==> src/hw/rtl/kdj_pkg.sv <==
// kdj_pkg: shared widths, types and codes for the kdj stochastic oscillator
// used by kdj_window, kdj_divider and kdj_stochastic_oscillator; no dependencies

package kdj_pkg;

   // price and window sizing
   localparam int PRICE_W   = 32;
   localparam int WIN_DEPTH = 64;
   localparam int WIN_AW    = $clog2(WIN_DEPTH);
   localparam int FILL_W    = $clog2(WIN_DEPTH + 1);

   // result sizing, q7.16 percent
   localparam int LINE_W   = 23;
   localparam int J_W      = 26;
   localparam int RSV_FULL = 6553600;

   // shared divider sizing
   localparam int DVD_W    = PRICE_W + LINE_W;
   localparam int KD_DVD_W = 31;
   localparam int KD_PAD   = DVD_W - KD_DVD_W;
   localparam int ITER_W   = $clog2(DVD_W + 1);

   // configuration port
   localparam int CSR_IDX_W  = 2;
   localparam int CSR_DATA_W = 8;
   localparam int WDAYS_W    = 7;
   localparam int PERIOD_W   = 8;

   typedef logic [PRICE_W-1:0] price_type;

   typedef enum logic [CSR_IDX_W-1:0] {
      CSR_WINDOW_DAYS = 2'd0,
      CSR_K_PERIOD    = 2'd1,
      CSR_D_PERIOD    = 2'd2
   } csr_index_type;

   typedef enum logic [4:0] {
      ST_IDLE,
      ST_SCAN_GO,
      ST_SCAN_WAIT,
      ST_RSV,
      ST_RSV_MUL,
      ST_RSV_GO,
      ST_RSV_WAIT,
      ST_K_MUL,
      ST_K_ADD,
      ST_K_GO,
      ST_K_WAIT,
      ST_D_MUL,
      ST_D_ADD,
      ST_D_GO,
      ST_D_WAIT,
      ST_J,
      ST_OUT
   } state_type;

   // window control from the sequencer
   typedef struct packed {
      logic              push;
      price_type         high;
      price_type         low;
      logic              scan_start;
      logic [FILL_W-1:0] scan_len;
   } win_ctl_type;

   // window scan status back to the sequencer
   typedef struct packed {
      logic      done;
      price_type highest;
      price_type lowest;
   } win_stat_type;

   // divider request and response
   typedef struct packed {
      logic              start;
      logic [DVD_W-1:0]  dividend;
      price_type         divisor;
      logic [ITER_W-1:0] iters;
   } div_req_type;

   typedef struct packed {
      logic             done;
      logic [DVD_W-1:0] quotient;
   } div_rsp_type;

endpackage

==> src/hw/rtl/kdj_divider.sv <==
// kdj_divider: shared restoring divider, one quotient bit per cycle
// depends on kdj_pkg

module kdj_divider
   import kdj_pkg::*;
(
   input  logic        clock,
   input  logic        reset,
   input  div_req_type req,
   output div_rsp_type rsp
);

   logic              busy_ff, busy_in;
   logic              done_ff, done_in;
   logic [ITER_W-1:0] cnt_ff, cnt_in;
   price_type         rem_ff, rem_in;
   price_type         dsr_ff, dsr_in;
   logic [DVD_W-1:0]  q_ff, q_in;
   logic [PRICE_W:0]  shift;
   logic [PRICE_W:0]  diff;
   logic              ge;

   // one restoring step
   always_comb begin
      shift = {rem_ff, q_ff[DVD_W-1]};
      diff  = shift - {1'b0, dsr_ff};
      ge    = (shift >= {1'b0, dsr_ff});

      busy_in = busy_ff;
      done_in = 1'b0;
      cnt_in  = cnt_ff;
      rem_in  = rem_ff;
      dsr_in  = dsr_ff;
      q_in    = q_ff;

      if (req.start) begin
         busy_in = 1'b1;
         cnt_in  = req.iters;
         rem_in  = '0;
         dsr_in  = req.divisor;
         q_in    = req.dividend;
      end else if (busy_ff) begin
         rem_in = ge ? diff[PRICE_W-1:0] : shift[PRICE_W-1:0];
         q_in   = {q_ff[DVD_W-2:0], ge};
         cnt_in = cnt_ff - 1'b1;
         if (cnt_ff == ITER_W'(1)) begin
            busy_in = 1'b0;
            done_in = 1'b1;
         end
      end
   end

   always_ff @(posedge clock) begin
      if (reset) begin
         busy_ff <= 1'b0;
         done_ff <= 1'b0;
         cnt_ff  <= '0;
      end else begin
         busy_ff <= busy_in;
         done_ff <= done_in;
         cnt_ff  <= cnt_in;
      end
   end

   always_ff @(posedge clock) begin
      rem_ff <= rem_in;
      dsr_ff <= dsr_in;
      q_ff   <= q_in;
   end

   assign rsp.done     = done_ff;
   assign rsp.quotient = q_ff;

endmodule
==> config.mk <==
export PLATFORM = sky130hd
export DESIGN_NAME = kdj_divider
export DESIGN_NICKNAME = d
export VERILOG_FILES = /design/src/hw/rtl/kdj_pkg.sv /design/src/hw/rtl/kdj_divider.sv
export SDC_FILE = /design/constraint.sdc
export NUM_CORES = 1
export LEC_CHECK = 0
export ABC_AREA = 1
export BUFFER_PORTS_ARGS = -buffer_cell sky130_fd_sc_hd__buf_4
export CAP_MARGIN = 20
export CELL_PAD_IN_SITES_DETAIL_PLACEMENT = 1
export CELL_PAD_IN_SITES_GLOBAL_PLACEMENT = 1
export CORE_MARGIN = 2
export CORE_UTILIZATION = 44
export CTS_BUF_LIST = sky130_fd_sc_hd__clkbuf_8
export DETAILED_ROUTE_END_ITERATION = 8
export PLACE_DENSITY_LB_ADDON = 0.25
export SLEW_MARGIN = 10
export SYNTH_ARGS = -nofsm -noshare
export SYNTH_HDL_FRONTEND = slang
export SYNTH_SLANG_ARGS = --single-unit
==> constraint.sdc <==
create_clock -name clock -period 7.5 [get_ports clock]
set_clock_uncertainty 0.1 [all_clocks]
set_input_delay 0.375 -clock clock [delete_from_list [all_inputs] [get_ports clock]]
set_output_delay 0.375 -clock clock [all_outputs]
set_load 0.01 [all_outputs]
### Word level (Yosys, flattened, before mapping)

Cells that the tools add are included.

| cells by class | value |
|---|---|
| reductions and logical operators | 2 |
| add/subtract/negate cells | 2 |
| mux-type cells | 9 |
| bitwise logic cells | 1 |
| shifts and indexed selects | 0 |
| magnitude comparators | 1 |
| equal/unequal tests | 1 |
| div/mod/pow operators | 0 |
| multiply operators | 0 |

Operators by type and width:

| cell | count |
|---|---|
| two-way mux 55 bit | 2 |
| >= comparator 33 x 32 -> 1 bit | 1 |
| two-way mux 32 bit | 1 |
| subtractor 32 bit | 1 |
| two-way mux 6 bit | 2 |
| == test 6 x 1 -> 1 bit, second input constant | 1 |
| subtractor 6 x 1 -> 6 bit, second input constant | 1 |
| two-way mux 1 bit | 4 |
| OR reduction 3 bit | 1 |
| nonzero test 2 bit | 1 |
| inverter 1 bit | 1 |

| storage, ports and cells | value |
|---|---|
| bits in latches | 0 |
| RAM bits | 0 |
| input bits | 96 |
| memories | 0 |
| register bits | 127 |
| word-level logic and storage cells | 22 |
| ROM bits | 0 |

### Logic depth before layout (Yosys ltp)

| depth | value |
|---|---|
| depth in word-level cells | 4 |
| mapped depth | 17 |
| depth with buffers taken out | 16 |

### Worst setup path before layout

OpenSTA, ideal clock, no wires.

| timing path | value |
|---|---|
| path kind | input to register |
| from | input req[93] in the netlist's numbering |
| to | register q_ff[0] (enable) |
| required time | 6.959 ns |
| arrival | 2.438 ns |
| setup slack | 4.521 ns |
| stages | 4 |
| cells stage by stage | buf_2 > nor2_1 > inv_1 > clkbuf_1 |

| on the way | value |
|---|---|
| word-level cells in the longest chain between the ends | 1 |

RTL lines:

| element | RTL line | RTL |
|---|---|---|
| start, declared | kdj_divider.sv:9 | `input div_req_type req,` |
| nonzero test 2 bit (no line) | -- |  |
| end signal, assigned | kdj_divider.sv:68 | `q_ff <= q_in;` |
| end, declared | kdj_divider.sv:18 | `logic [DVD_W-1:0] q_ff, q_in;` |

Every way passes these cells.
A chain may end at the register's enable or synchronous reset.

### Worst setup path in the final report

| timing path | value |
|---|---|
| from | register dsr_ff[19] |
| to | register rem_ff[8] |

| on the way | value |
|---|---|
| word-level cells in the longest chain between the ends | 2 |

RTL lines:

| element | RTL line | RTL |
|---|---|---|
| start, declared | kdj_divider.sv:17 | `price_type dsr_ff, dsr_in;` |
| start signal, assigned | kdj_divider.sv:67 | `dsr_ff <= dsr_in;` |
| >= comparator 33 x 32 -> 1 bit | kdj_divider.sv:27 | `ge = (shift >= {1'b0, dsr_ff});` |
| two-way mux 32 bit | kdj_divider.sv:43 | `rem_in = ge ? diff[PRICE_W-1:0] : shift[PRICE_W-1:0];` |
| end signal, assigned | kdj_divider.sv:66 | `rem_ff <= rem_in;` |
| end, declared | kdj_divider.sv:16 | `price_type rem_ff, rem_in;` |

Every way passes these cells.

==> results.md <==
* Clock Tree Buf Depth at 2
* Post-detailed-routing wire length at 25000 um
* Number of global-route vias before repair at 8075
* Final-report max-slew violation count at 0
* CTS Sinks at around 130
* First-pass detailed-route iteration total at 4
* Number of antenna-violating nets in the routed design at 0
* Fillers at about 2300
* Post-layout instance area at 9870 um^2
* Wire per inst at 16.4 um
* Worst max-slew margin expressed relative to the limit at 0.370
* Run status: finished clean
* Instance area at placement at around 9000 um^2
* Type of the most critical hold path: input pin to register
* Switching share of total power at 0.305
* Number of enable-type register cells in the synthesized netlist at 87
* Most common flop cell mapped by yosys: sky130_fd_sc_hd__edfxtp_1
* Clock period minus final worst setup slack at 3.15 ns
* Total half-perimeter wirelength after legalization and detailed placement at 17900 um
* Synth area leader: sky130_fd_sc_hd__edfxtp_1
* Multi-input logic area at between 3000 and 4000 um^2
* Final-layout setup total negative slack at 0 ns
* Height of the chip at ~140 um
* Number of nets in the layout at ~1400
* RSZ-0062 raised after global routing: no
* Initial antenna violation count at 1
* Yosys reg bits at about 130
* Number of buffers inserted by port buffering at 151
* Share of post-route cells with drive strength above 1 at 0.155
* Final hold viol count at 0
* DRC marker count from the first detailed-route iteration at 380
* Required time reported for the critical path endpoint at just under 8 ns
* Leakage component of the power at between 5 and 6 nW
* Floorplan row count at 48
* Global-route wire length before repair at ~40000 um
* Insertion delay of the later-clocked pin in the worst-skew pair at ~0.48 ns
* Max Fanout on Critical Path at 34
* Core area at 17400 um^2
* Cell Area, Synth at roughly 7900 um^2
* Final WS setup at 4.35 ns
* Largest net degree at the start of global routing at 63
* Area share of the largest cell type after synthesis at 0.332
* Drc violations at 0
* Internal power of the cells at around 1.2 mW
* Synth Warn # at 0
* Arrival time of the worst setup path at 3.42 ns
* Type of the worst setup path: register to register
* Maximum resistive drop on vdd at 0.000130 V
* # placed instances at 1461
* CTS Root Buffer Type: sky130_fd_sc_hd__clkbuf_8
* Startpoint type of the worst setup path: register
* GRT Residual Overflow at 0
* Via total after detailed routing at ~7700
* Worst Setup End Kind: register
* Share of synthesized registers carrying an async set or reset at 0
* Clock-pin transition on the worst setup and hold timing paths at 0.09 ns
* Power share of the sequential group at 0.496
* Gate count of the mapped netlist at 1108
* Worst-case setup slack after placement at about 4.4 ns
* I/O Pins at ~150
* Final standard cell count with taps included and fillers excluded at 1526
* Actual slew at the worst max-slew pin at 0.943 ns
* Number of endpoints failing setup at the final stage at 0
* Placer congestion estimate at 0.900
* Number of H-tree levels at 4
* Final core area utilization at 0.567
* Clock tree from TritonCTS: done
* Total of cells resized after clock tree synthesis at 0
* Die span in x at ~140 um
* Gate power share at 0.173
* Clock share of power at 0.331
* Num CTS Buffers at 17
* Power density normalized to cell area at about 170 nW/um^2
* Total global-route track usage at 0.274
* Max-cap violation count at 0
* Register cell area after layout at approximately 3400 um^2
* DIE AREA at about 19000 um^2
* Highest attainable clock frequency at approximately 0.32 GHz
* Initial core utilization at 0.452
* DR vias/cell at 5.01
* Sequential share of the synthesized area at 0.433
* Unique cell type count in the Yosys netlist at 35
* Mean area per synthesized cell at ~7.1 um^2
* Net count after synthesis at 1239
* Final period utilization at 0.420
* Cells taking the most area after synthesis: sky130_fd_sc_hd__edfxtp_1 (33%), sky130_fd_sc_hd__nand2_1 (23%), sky130_fd_sc_hd__dfxtp_1 (10%)
* Synth-to-Final Area Change at 25.4%
* Switch Pwr at about 0.51 mW
## state kept, by name, indices dropped and copies added, names as in the netlist
name / count
dsr_ff: 32
busy_ff: 1
done_ff: 1
rem_ff: 32
cnt_ff: 6
q_ff: 55
## worst max-delay path, stage by stage (launching register included)
cell,delay (ns)
sky130_fd_sc_hd__edfxtp_1,0.38
sky130_fd_sc_hd__inv_1,0.08
sky130_fd_sc_hd__ha_1,0.30
sky130_fd_sc_hd__nand2_2,0.14
sky130_fd_sc_hd__inv_1,0.06
sky130_fd_sc_hd__nand2_1,0.09
sky130_fd_sc_hd__nand2_1,0.08
sky130_fd_sc_hd__nand2_1,0.07
sky130_fd_sc_hd__nand2_1,0.06
sky130_fd_sc_hd__nand2_1,0.06
sky130_fd_sc_hd__nand2_1,0.08
sky130_fd_sc_hd__nor2_4,0.72
sky130_fd_sc_hd__nand2_4,0.41
sky130_fd_sc_hd__nand2_1,0.15
sky130_fd_sc_hd__nand3_1,0.12
sky130_fd_sc_hd__o21ai_1,0.15
## metrics by stage
step                total power [mW]  hold slack, ns
global route                    1.76          0.0637
floorplan                      0.983           0.344
CTS                             1.69         0.00451
finish                          1.68          0.0686
detailed placement              1.12           0.364
global placement                1.11           0.357
## final cells by class
cell class	instances	share of cell area
multi-input cells	763	0.364
flip-flops and latches	127	0.346
repair buffers	190	0.155
inverters	189	0.0718
well taps	225	0.0285
clock buffers	17	0.0237
clock inverters	14	0.0112
diodes	1	0.000253
## repair_timing
| item | 4_1_cts | 5_1_grt |
|---|---|---|
| hold buffers | 32 | 1 |
| setup buffers | 0 | 0 |
| setup endpoints to repair | 0 | 0 |
| hold endpoints to repair | 32 | 2 |
## cell families after synthesis
group                    share of synthesized area
XOR/XNOR                                    0.0156
adder cells (fa/ha/maj)                     0.0566
flip-flops                                   0.433
AND/OR/NAND/NOR                              0.346
buffers and inverters                        0.110
AO/OA/AOI/OAI                               0.0388
## cells in the mapped netlist, drive strengths merged (9+ instances only)
cell      n
nand2   492
inv     185
edfxtp   87
nand3    82
nor2     52
dfxtp    40
ha       34
a21oi    23
o21ai    20
buf      15
nand3b   15
clkbuf   14
xnor2    13
nand4     9
## routing by layer
| metal | up-vias | part of all wire | global-route usage |
|---|---|---|---|
| met4 | 0 | 0.020 | 0.0884 |
| met2 | 185 | 0.50 | 0.491 |
| met5 | - | 0 | 0 |
| met3 | 37 | 0.065 | 0.0909 |
| li1 | 3803 | - | - |
| met1 | 3625 | 0.41 | 0.306 |
## path summary, 6_finish.rpt
check,start,to,slack (ns),depth (start not counted)
hold reg to reg,rem_ff[16],rem_ff[16],0.38,2
setup reg to reg,dsr_ff[19],rem_ff[8],4.35,15
hold / removal,req[68],q_ff[30],0.07,3
setup / recovery,dsr_ff[19],rem_ff[8],4.35,15
## power groups by stage
stage	clock [mW]	sequential (mW)	combinational (mW)
after detailed placement	0	0.849	0.275
after CTS	0.568	0.835	0.290
after global placement	0	0.848	0.264
final	0.556	0.836	0.291
after floorplan	0	0.860	0.123
after global routing	0.592	0.843	0.321
## placed cells by master, fill, tap and decap left out, types with 6 or more instances in the layout
cell type | synthesis | routed
sky130_fd_sc_hd__nand4_1 | 9 | 9
sky130_fd_sc_hd__o21ai_1 | 8 | 8
sky130_fd_sc_hd__nand3_1 | 81 | 81
sky130_fd_sc_hd__edfxtp_1 | 87 | 87
sky130_fd_sc_hd__buf_4 | 1 | 156
sky130_fd_sc_hd__xnor2_1 | 13 | 13
sky130_fd_sc_hd__a21oi_1 | 22 | 22
sky130_fd_sc_hd__nand3b_1 | 15 | 15
sky130_fd_sc_hd__nor2_1 | 46 | 46
sky130_fd_sc_hd__clkbuf_8 | 0 | 17
sky130_fd_sc_hd__inv_1 | 185 | 183
sky130_fd_sc_hd__clkinv_1 | 4 | 6
sky130_fd_sc_hd__dlygate4sd3_1 | 0 | 33
sky130_fd_sc_hd__ha_1 | 34 | 34
sky130_fd_sc_hd__nand2_1 | 486 | 486
sky130_fd_sc_hd__dfxtp_1 | 40 | 40
sky130_fd_sc_hd__inv_6 | 0 | 6
sky130_fd_sc_hd__o21ai_0 | 12 | 12
(Power assumes the default switching activity.)
