===== config.mk =====
export PLATFORM = sky130hd
export DESIGN_NAME = kdj_window
export DESIGN_NICKNAME = d
export VERILOG_FILES = /design/src/hw/rtl/kdj_pkg.sv /design/src/hw/rtl/kdj_window.sv
export SDC_FILE = /design/constraint.sdc
export NUM_CORES = 2
export LEC_CHECK = 0
export ABC_CLOCK_PERIOD_IN_PS = 7300
export BUFFER_PORTS_ARGS = -buffer_cell sky130_fd_sc_hd__buf_2
export CELL_PAD_IN_SITES_DETAIL_PLACEMENT = 1
export CELL_PAD_IN_SITES_GLOBAL_PLACEMENT = 1
export CORE_AREA = 3 3 606 608
export DETAILED_ROUTE_END_ITERATION = 16
export DIE_AREA = 0 0 609 611
export PLACE_DENSITY_LB_ADDON = 0.1
export SKIP_LAST_GASP = 1
export SLEW_MARGIN = 20
export SYNTH_ARGS = -nofsm -noshare
export SYNTH_HDL_FRONTEND = slang
export SYNTH_SLANG_ARGS = --single-unit

===== constraint.sdc =====
create_clock -name clock -period 7.3 [get_ports clock]
set_clock_uncertainty 0.15 [all_clocks]
set_input_delay 1.46 -clock clock [delete_from_list [all_inputs] [get_ports clock]]
set_output_delay 1.46 -clock clock [all_outputs]
set_load 0.01 [all_outputs]

===== src/hw/rtl/kdj_pkg.sv =====
// kdj_pkg: shared widths, types and codes for the kdj stochastic oscillator
// used by kdj_window, kdj_divider and kdj_stochastic_oscillator; no dependencies

package kdj_pkg;

   // price and window sizing
   localparam int PRICE_W   = 32;
   localparam int WIN_DEPTH = 64;
   localparam int WIN_AW    = $clog2(WIN_DEPTH);
   localparam int FILL_W    = $clog2(WIN_DEPTH + 1);

   // result sizing, q7.16 percent
   localparam int LINE_W   = 23;
   localparam int J_W      = 26;
   localparam int RSV_FULL = 6553600;

   // shared divider sizing
   localparam int DVD_W    = PRICE_W + LINE_W;
   localparam int KD_DVD_W = 31;
   localparam int KD_PAD   = DVD_W - KD_DVD_W;
   localparam int ITER_W   = $clog2(DVD_W + 1);

   // configuration port
   localparam int CSR_IDX_W  = 2;
   localparam int CSR_DATA_W = 8;
   localparam int WDAYS_W    = 7;
   localparam int PERIOD_W   = 8;

   typedef logic [PRICE_W-1:0] price_type;

   typedef enum logic [CSR_IDX_W-1:0] {
      CSR_WINDOW_DAYS = 2'd0,
      CSR_K_PERIOD    = 2'd1,
      CSR_D_PERIOD    = 2'd2
   } csr_index_type;

   typedef enum logic [4:0] {
      ST_IDLE,
      ST_SCAN_GO,
      ST_SCAN_WAIT,
      ST_RSV,
      ST_RSV_MUL,
      ST_RSV_GO,
      ST_RSV_WAIT,
      ST_K_MUL,
      ST_K_ADD,
      ST_K_GO,
      ST_K_WAIT,
      ST_D_MUL,
      ST_D_ADD,
      ST_D_GO,
      ST_D_WAIT,
      ST_J,
      ST_OUT
   } state_type;

   // window control from the sequencer
   typedef struct packed {
      logic              push;
      price_type         high;
      price_type         low;
      logic              scan_start;
      logic [FILL_W-1:0] scan_len;
   } win_ctl_type;

   // window scan status back to the sequencer
   typedef struct packed {
      logic      done;
      price_type highest;
      price_type lowest;
   } win_stat_type;

   // divider request and response
   typedef struct packed {
      logic              start;
      logic [DVD_W-1:0]  dividend;
      price_type         divisor;
      logic [ITER_W-1:0] iters;
   } div_req_type;

   typedef struct packed {
      logic             done;
      logic [DVD_W-1:0] quotient;
   } div_rsp_type;

endpackage


===== src/hw/rtl/kdj_window.sv =====
// kdj_window: high and low price windows in memory, write pointer and the
// serial highest-high / lowest-low scan; depends on kdj_pkg

module kdj_window
   import kdj_pkg::*;
(
   input  logic         clock,
   input  logic         reset,
   input  win_ctl_type  ctl,
   output win_stat_type stat
);

   price_type high_mem [WIN_DEPTH];
   price_type low_mem  [WIN_DEPTH];

   logic [WIN_AW-1:0] wp_ff, wp_in;
   logic [WIN_AW-1:0] rd_ptr_ff, rd_ptr_in;
   logic [FILL_W-1:0] issue_left_ff, issue_left_in;
   logic [FILL_W-1:0] cmp_left_ff, cmp_left_in;
   logic              rd_vld_ff, rd_vld_in;
   logic              first_ff, first_in;
   logic              done_ff, done_in;
   price_type         highest_ff, highest_in;
   price_type         lowest_ff, lowest_in;
   price_type         hi_rd_ff, lo_rd_ff;
   logic              rd_en;

   // wrap-around step helpers
   function automatic logic [WIN_AW-1:0] ptr_dec(input logic [WIN_AW-1:0] p);
      ptr_dec = (p == '0) ? WIN_AW'(WIN_DEPTH - 1) : p - 1'b1;
   endfunction

   function automatic logic [WIN_AW-1:0] ptr_inc(input logic [WIN_AW-1:0] p);
      ptr_inc = (p == WIN_AW'(WIN_DEPTH - 1)) ? '0 : p + 1'b1;
   endfunction

   assign rd_en = (issue_left_ff != '0);

   // memory write and registered read
   always_ff @(posedge clock) begin
      if (ctl.push) begin
         high_mem[wp_ff] <= ctl.high;
         low_mem[wp_ff]  <= ctl.low;
      end
      if (rd_en) begin
         hi_rd_ff <= high_mem[rd_ptr_ff];
         lo_rd_ff <= low_mem[rd_ptr_ff];
      end
   end

   // scan sequencing and running extremes
   always_comb begin
      wp_in         = ctl.push ? ptr_inc(wp_ff) : wp_ff;
      rd_ptr_in     = rd_ptr_ff;
      issue_left_in = issue_left_ff;
      cmp_left_in   = cmp_left_ff;
      rd_vld_in     = 1'b0;
      first_in      = first_ff;
      done_in       = 1'b0;
      highest_in    = highest_ff;
      lowest_in     = lowest_ff;

      if (ctl.scan_start) begin
         rd_ptr_in     = ptr_dec(wp_ff);
         issue_left_in = ctl.scan_len;
         cmp_left_in   = ctl.scan_len;
         first_in      = 1'b1;
      end else begin
         // issue one read a cycle, newest entry first
         if (rd_en) begin
            rd_ptr_in     = ptr_dec(rd_ptr_ff);
            issue_left_in = issue_left_ff - 1'b1;
            rd_vld_in     = 1'b1;
         end
         // fold in the entry read last cycle
         if (rd_vld_ff) begin
            if (first_ff || hi_rd_ff > highest_ff) highest_in = hi_rd_ff;
            if (first_ff || lo_rd_ff < lowest_ff) lowest_in = lo_rd_ff;
            first_in    = 1'b0;
            cmp_left_in = cmp_left_ff - 1'b1;
            if (cmp_left_ff == FILL_W'(1)) done_in = 1'b1;
         end
      end
   end

   always_ff @(posedge clock) begin
      if (reset) begin
         wp_ff         <= '0;
         issue_left_ff <= '0;
         cmp_left_ff   <= '0;
         rd_vld_ff     <= 1'b0;
         first_ff      <= 1'b0;
         done_ff       <= 1'b0;
      end else begin
         wp_ff         <= wp_in;
         issue_left_ff <= issue_left_in;
         cmp_left_ff   <= cmp_left_in;
         rd_vld_ff     <= rd_vld_in;
         first_ff      <= first_in;
         done_ff       <= done_in;
      end
   end

   always_ff @(posedge clock) begin
      rd_ptr_ff  <= rd_ptr_in;
      highest_ff <= highest_in;
      lowest_ff  <= lowest_in;
   end

   assign stat.done    = done_ff;
   assign stat.highest = highest_ff;
   assign stat.lowest  = lowest_ff;

   // scan bookkeeping checks
   a_done_after_issue: assert property (@(posedge clock) disable iff (reset)
      done_ff |-> (issue_left_ff == '0))
      else $error("scan finished with reads still to issue");

   a_read_has_slot: assert property (@(posedge clock) disable iff (reset)
      rd_vld_ff |-> (cmp_left_ff != '0))
      else $error("read data arrived with no compare pending");

   a_cmp_covers_issue: assert property (@(posedge clock) disable iff (reset)
      cmp_left_ff >= issue_left_ff)
      else $error("more reads to issue than compares pending");

endmodule


---- Word level (Yosys, flattened, before mapping) ----
Memory sizes are Yosys's and may differ from the RTL's. A register that Yosys moved wholly into a read port is not among the register bits.
Cells that the tools add are included.
operators by class
  bitwise operators ....................... 2
  divide/modulo/power cells ............... 0
  shift operators ......................... 0
  reductions and logical operators ........ 11
  add/subtract/negate cells ............... 5
  eq/ne operators ......................... 2
  multiply operators ...................... 0
  mux-type cells .......................... 15
  magnitude comparators ................... 2
operators by type and width
  kind                                                                number
  32-bit > comparator                                                 1
  32-bit < comparator                                                 1
  6-bit two-way mux                                                   5
  7-bit two-way mux                                                   4
  7-bit by 1-bit subtractor with 7-bit output, second input constant  2
  6-bit zero test                                                     2
  6-bit by 1-bit subtractor with 6-bit output, second input constant  2
  7-bit by 1-bit == test with 1-bit output, second input constant     1
  7-bit nonzero test                                                  1
  6-bit by 1-bit adder with 6-bit output, second input constant       1
  6-bit == test, second input constant                                1
  1-bit two-way mux                                                   6
  3-bit AND reduction                                                 2
  2-bit nonzero test                                                  2
  3-bit OR reduction                                                  1
  1-bit logical OR                                                    2
  1-bit NOT                                                           2
  2-bit OR reduction                                                  1
word-level totals
  input port bits ......................... 75
  memory bits (read-only) ................. 0
  word-level logic and storage cells ...... 48
  bits in latches ......................... 0
  flip-flop bits (word level) ............. 93
  memory bits (writable) .................. 4096
  memories ................................ 2
memories
  name      words  bits a word  rd ports  clocked after Yosys merged registers in  write ports  RTL line          RTL
  high_mem  64     32           1         1                                        1            kdj_window.sv:13  price_type high_mem [WIN_DEPTH];
  low_mem   64     32           1         1                                        1            kdj_window.sv:14  price_type low_mem [WIN_DEPTH];

---- Depth between registers and ports, before layout ----
  depth in word-level cells ............... 4
  depth in mapped cells ................... 12

---- Least setup slack after synthesis ----
OpenSTA, ideal clock, no wires.
  path type ............................... input to register
  start point ............................. input ctl[72] (netlist bit)
  end point ............................... memory high_mem[46][0] (netlist bit) (enable)
  required time ........................... 6.663 ns
  path buffers ............................ 1
  slack ................................... 1.692 ns
  cell stages on the path ................. 4
  arrival time ............................ 4.972 ns
  path through ............................ clkbuf_1 nor2b_1 nand3_1 nor2_1
between the ends
  word-level cells in the longest chain between the ends .. 2
RTL lines
  what                                     RTL line          RTL
  start: declaration                       kdj_window.sv:9   input win_ctl_type ctl,
  1-bit two-way mux                        kdj_window.sv:41  if (ctl.push) begin
  1-bit two-way mux (not written as such)  kdj_window.sv:42  high_mem[wp_ff] <= ctl.high;
  end: declaration                         kdj_window.sv:13
No other way between the ends.

==> run_results.csv <==
group,metric,value,unit
place,setup_slack_at_placement,2.289,ns
floorplan,core_outline_area,0.3622,mm²
worst_hold_path,hp-class,"flop to flop",
sta,period_share,0.5982,
worst_hold_path,min_delay_worst_endpoint,"highest_ff[14]",
worst_setup_path,timing.rr.end,"hi_rd_ff[26]",
cts,cts.root.buffer_cell,"sky130_fd_sc_hd__clkbuf_16",
sta,worst_pin_slew,1.188,ns
sta,setup_violators_final,0,
power_and_ir_drop,share_seq_of_total_power,0.460,
place,io_buffer_count,139,
place,post_dp_hpwl,310.4,mm
logic_synthesis,synth-seq-area-share,0.7818,
sta,slew-limit-headroom,0.2078,
global_route,overall_routing_resource_usage,0.2803,
worst_setup_path,timing.reg2reg.worst_path_depth,8,
worst_setup_path,arrival,4.94,ns
cts,tritoncts,"yes",
drt,totalWireLength,523.4,mm
power_and_ir_drop,power_switching,16620,µW
cts,post_cts_setup_buffers,0,
floorplan,num_rows,221,
worst_setup_path,crit_fanout,31,
cts,numClockSinks,4253,
global_route,grt_antenna_before_repair,51,
worst_setup_path,worstSetupStartpointType,"flop",
cts,cts_repair_resize_count,0,
worst_hold_path,min-delay-start,"hi_rd_ff[14]",
sta,finalHoldViolations,0,
logic_synthesis,synth_top_area_cell,"sky130_fd_sc_hd__edfxtp_1",
worst_setup_path,worst_setup_path_end_kind,"flop",
flow_run,drv_cap,0,
layout,nFillCells,31166,
power_and_ir_drop,worst_ir_drop_vdd,0.3175,mV
sta,grt_setup_unrepaired,"no",
drt,routed_wire_length_per_instance,40.86,µm
power_and_ir_drop,power.density,326.8,mW/mm²
layout,area.sequential,0.1275,mm²
floorplan,area_of_the_die,0.3721,mm²
cts,post_cts_hold_buffer_count,0,
worst_setup_path,ff2ff_setup_slack,2.93,ns
power_and_ir_drop,switching_share,0.2736,
logic_synthesis,synth_flop_cell,"sky130_fd_sc_hd__edfxtp_1",
layout,drive_gt1_frac,0.2827,
layout,num-nets-final,7783,
logic_synthesis,synth-seq-cells,4253,
global_route,grt_first_pass_wirelength,715.5,mm
cts,htreeDepth,5,
floorplan,die-height,611,µm
floorplan,start_util,0.4502,
sta,postLayoutSetupSlackWorst,2.933,ns
layout,multiInputGateArea,0.03389,mm²
logic_synthesis,postSynthNetCount,7257,
drt,first_pass_iters,5,
worst_setup_path,required,7.88,ns
logic_synthesis,yosysWarnings,0,
power_and_ir_drop,power_leakage,0.05961,µW
global_route,grt_max_degree,99,
power_and_ir_drop,power.combinational.fraction,0.168,
sta,final-max-slew-violation-count,0,
drt,detail_route.drc_violations,0,
cts,worst_setup_hold_path_clk_slew,0.06,ns
drt,antenna_violating_nets_post_route,0,
worst_setup_path,rr_startpoint,"rd_ptr_ff[0]",
sta,final_setup_tns,0,ns
cts,worst_skew_pair.late_latency,0.98,ns
logic_synthesis,synth.area.top_cells,"sky130_fd_sc_hd__edfxtp_1 78%, sky130_fd_sc_hd__mux4_2 14%, sky130_fd_sc_hd__mux2i_1 1.7%",
outcome,run_status,"finished, final reports clean",
cts,clk_path_buf_depth,4,
logic_synthesis,synth.top_cell.area_share,0.7790,
floorplan,die_w,609,µm
place,gp_congestion,0.8285,
worst_hold_path,timing.hold.worst_path_depth,0,
power_and_ir_drop,power.clock.fraction,0.372,
logic_synthesis,post_synth_instance_area,0.1631,mm²
logic_synthesis,post_synth_num_cell_types,61,
drt,drtIter0Drc,12403,
global_route,grt_pass1_vias,82262,
logic_synthesis,netlist_instances,7111,
sta,max_freq,0.2290,GHz
sta,final_period_minus_worst_setup_slack,4.367,ns
logic_synthesis,number_of_synthesized_flops_with_an_enable_pin,4230,
cts,cts_made_buffers,447,
layout,area_delta_synth_final,14.03,%
power_and_ir_drop,pint,44140,µW
global_route,globalRouteOverflowTotal,0,
worst_setup_path,crit_type,"flop to flop",
floorplan,pin_count,140,
drt,viasPerCell,6.384,
logic_synthesis,post_synth.cell_area_avg,22.93,µm²
logic_synthesis,ys_async_sr_fraction,0,
drt,num_vias,81790,
==> Yosys cell counts, types with 4 or more instances <==
library cell               number
sky130_fd_sc_hd__o221ai_1      29
sky130_fd_sc_hd__clkbuf_1     129
sky130_fd_sc_hd__buf_2        110
sky130_fd_sc_hd__mux2i_1      283
sky130_fd_sc_hd__dfxtp_1       23
sky130_fd_sc_hd__a221oi_1      18
sky130_fd_sc_hd__o21a_1         6
sky130_fd_sc_hd__nand2_1      114
sky130_fd_sc_hd__nand4_1       18
sky130_fd_sc_hd__o21ai_0       67
sky130_fd_sc_hd__inv_1         76
sky130_fd_sc_hd__edfxtp_1    4230
sky130_fd_sc_hd__nor4_1        10
sky130_fd_sc_hd__a21oi_1       99
sky130_fd_sc_hd__nand3_1       20
sky130_fd_sc_hd__a221o_1       12
sky130_fd_sc_hd__a22oi_1       43
sky130_fd_sc_hd__xor2_1         9
sky130_fd_sc_hd__o31ai_1        6
sky130_fd_sc_hd__o22ai_1       90
sky130_fd_sc_hd__nor2_1       182
sky130_fd_sc_hd__a32oi_1        5
sky130_fd_sc_hd__mux4_2      1046
sky130_fd_sc_hd__a21o_1        31
sky130_fd_sc_hd__a31oi_1       19
sky130_fd_sc_hd__a311oi_1       4
sky130_fd_sc_hd__nand2b_1       9
sky130_fd_sc_hd__buf_1         34
sky130_fd_sc_hd__o211ai_1      19
sky130_fd_sc_hd__buf_4         56
sky130_fd_sc_hd__buf_6         39
sky130_fd_sc_hd__a211oi_1      36
sky130_fd_sc_hd__and2_1        14
sky130_fd_sc_hd__nor3_1        36
sky130_fd_sc_hd__and3_1         4
sky130_fd_sc_hd__or3_1          7
sky130_fd_sc_hd__mux2_2        36
sky130_fd_sc_hd__ha_1          71
sky130_fd_sc_hd__nor2b_1       21
sky130_fd_sc_hd__xnor2_1       13
sky130_fd_sc_hd__or2_2          5
sky130_fd_sc_hd__nand3b_1       5
==> final cells by class <==
class,count,area share
inverter,78,0.001682
sequential,4253,0.6856
clock inverter,266,0.01357
tap,4794,0.03226
multi-input combinational,2412,0.1822
timing repair buffer,445,0.02095
antenna,9,0.0001211
clock buffer,554,0.06357
==> power by group through the flow <==
| stage | registers [µW] | logic, µW | clock network (µW) |
|---|---|---|---|
| floorplan | 27900 | 5750 | 0 |
| global placement | 28500 | 10100 | 0 |
| detailed placement | 28500 | 10200 | 0 |
| CTS | 28000 | 10200 | 23000 |
| global route | 27900 | 10700 | 24000 |
| finish | 28000 | 10200 | 22600 |
==> critical path, cell delays in order (launching register included) <==
cell and delay (ns):
sky130_fd_sc_hd__edfxtp_1 0.71, sky130_fd_sc_hd__buf_12 0.39, sky130_fd_sc_hd__buf_12 0.34, sky130_fd_sc_hd__buf_4 0.58
sky130_fd_sc_hd__mux4_2 0.59, sky130_fd_sc_hd__mux4_2 0.48, sky130_fd_sc_hd__o22ai_1 0.18, sky130_fd_sc_hd__o21ai_0 0.31
sky130_fd_sc_hd__o211a_1 0.22
==> layer usage <==
metal	track usage	up-vias	part of all wire	wire [µm]
li1	-	31391	-	-
met1	0.4127	45711	0.41	215500
met2	0.4353	4056	0.47	244300
met3	0.05129	624	0.092	47920
met4	0.07194	8	0.030	15680
met5	0	-	0.00011	58
==> registers in the layout (all words and copies together), names as in the netlist, 6 cells and up <==
name / flops
rd_ptr_ff: 6
cmp_left_ff: 7
issue_left_ff: 7
hi_rd_ff: 32
highest_ff: 32
high_mem: 2048
lo_rd_ff: 32
low_mem: 2048
wp_ff: 6
lowest_ff: 32
==> placed cells by master (no fill, tap or decap), drive strengths merged, types with 10 or more instances in the layout <==
master	count
edfxtp	4230
mux4	1046
clkbuf	554
buf	445
mux2i	283
clkinv	205
nor2	182
nand2	114
a21oi	99
o22ai	90
inv	83
ha	71
o21ai	67
bufinv	46
a22oi	43
mux2	36
nor3	36
a211oi	36
a21o	31
o221ai	29
dfxtp	23
nor2b	21
nand3	20
o211ai	19
a31oi	19
a221oi	18
nand4	18
and2	14
xnor2	13
a221o	12
nor4	10
clkinvlp	10
==> worst max-delay path by stage <==
stage	start	end	slack, ns
after floorplan	ctl[72]	high_mem[46][0]	1.69
after global placement	ctl[72]	high_mem[2][25]	2.29
after detailed placement	ctl[72]	high_mem[2][25]	2.29
after CTS	rd_ptr_ff[0]	hi_rd_ff[26]	2.90
after global routing	rd_ptr_ff[0]	lo_rd_ff[25]	2.77
final	rd_ptr_ff[0]	hi_rd_ff[26]	2.93
==> cells by family (layout without fill, tap and decap cells) <==
logic type,after synthesis,after routing,share of synthesized area
fa+ha+maj,71,71,0.005448
flops,4253,4253,0.7818
compound gates,504,504,0.02064
simple gates,450,450,0.01241
buf+inv,446,1343,0.01420
mux,1365,1365,0.1643
xor+xnor,22,22,0.001182
other cells,0,9,0
==> through the flow <==
step,util,hold WS [ns],power (µW),cells,area [µm²]
4_1_cts,0.5131,0.3264,61200,12800,185800
6_report,0.5133,0.3224,60760,12811,185900
5_1_grt,0.5133,0.3413,62550,12804,185900
3_5_place_dp,0.4735,0.3014,38700,11980,171500
2_1_floorplan,-,0.2668,33690,7111,163100
3_3_place_gp,0.4728,0.2980,38610,11969,171300
(Power assumes the default switching activity.)
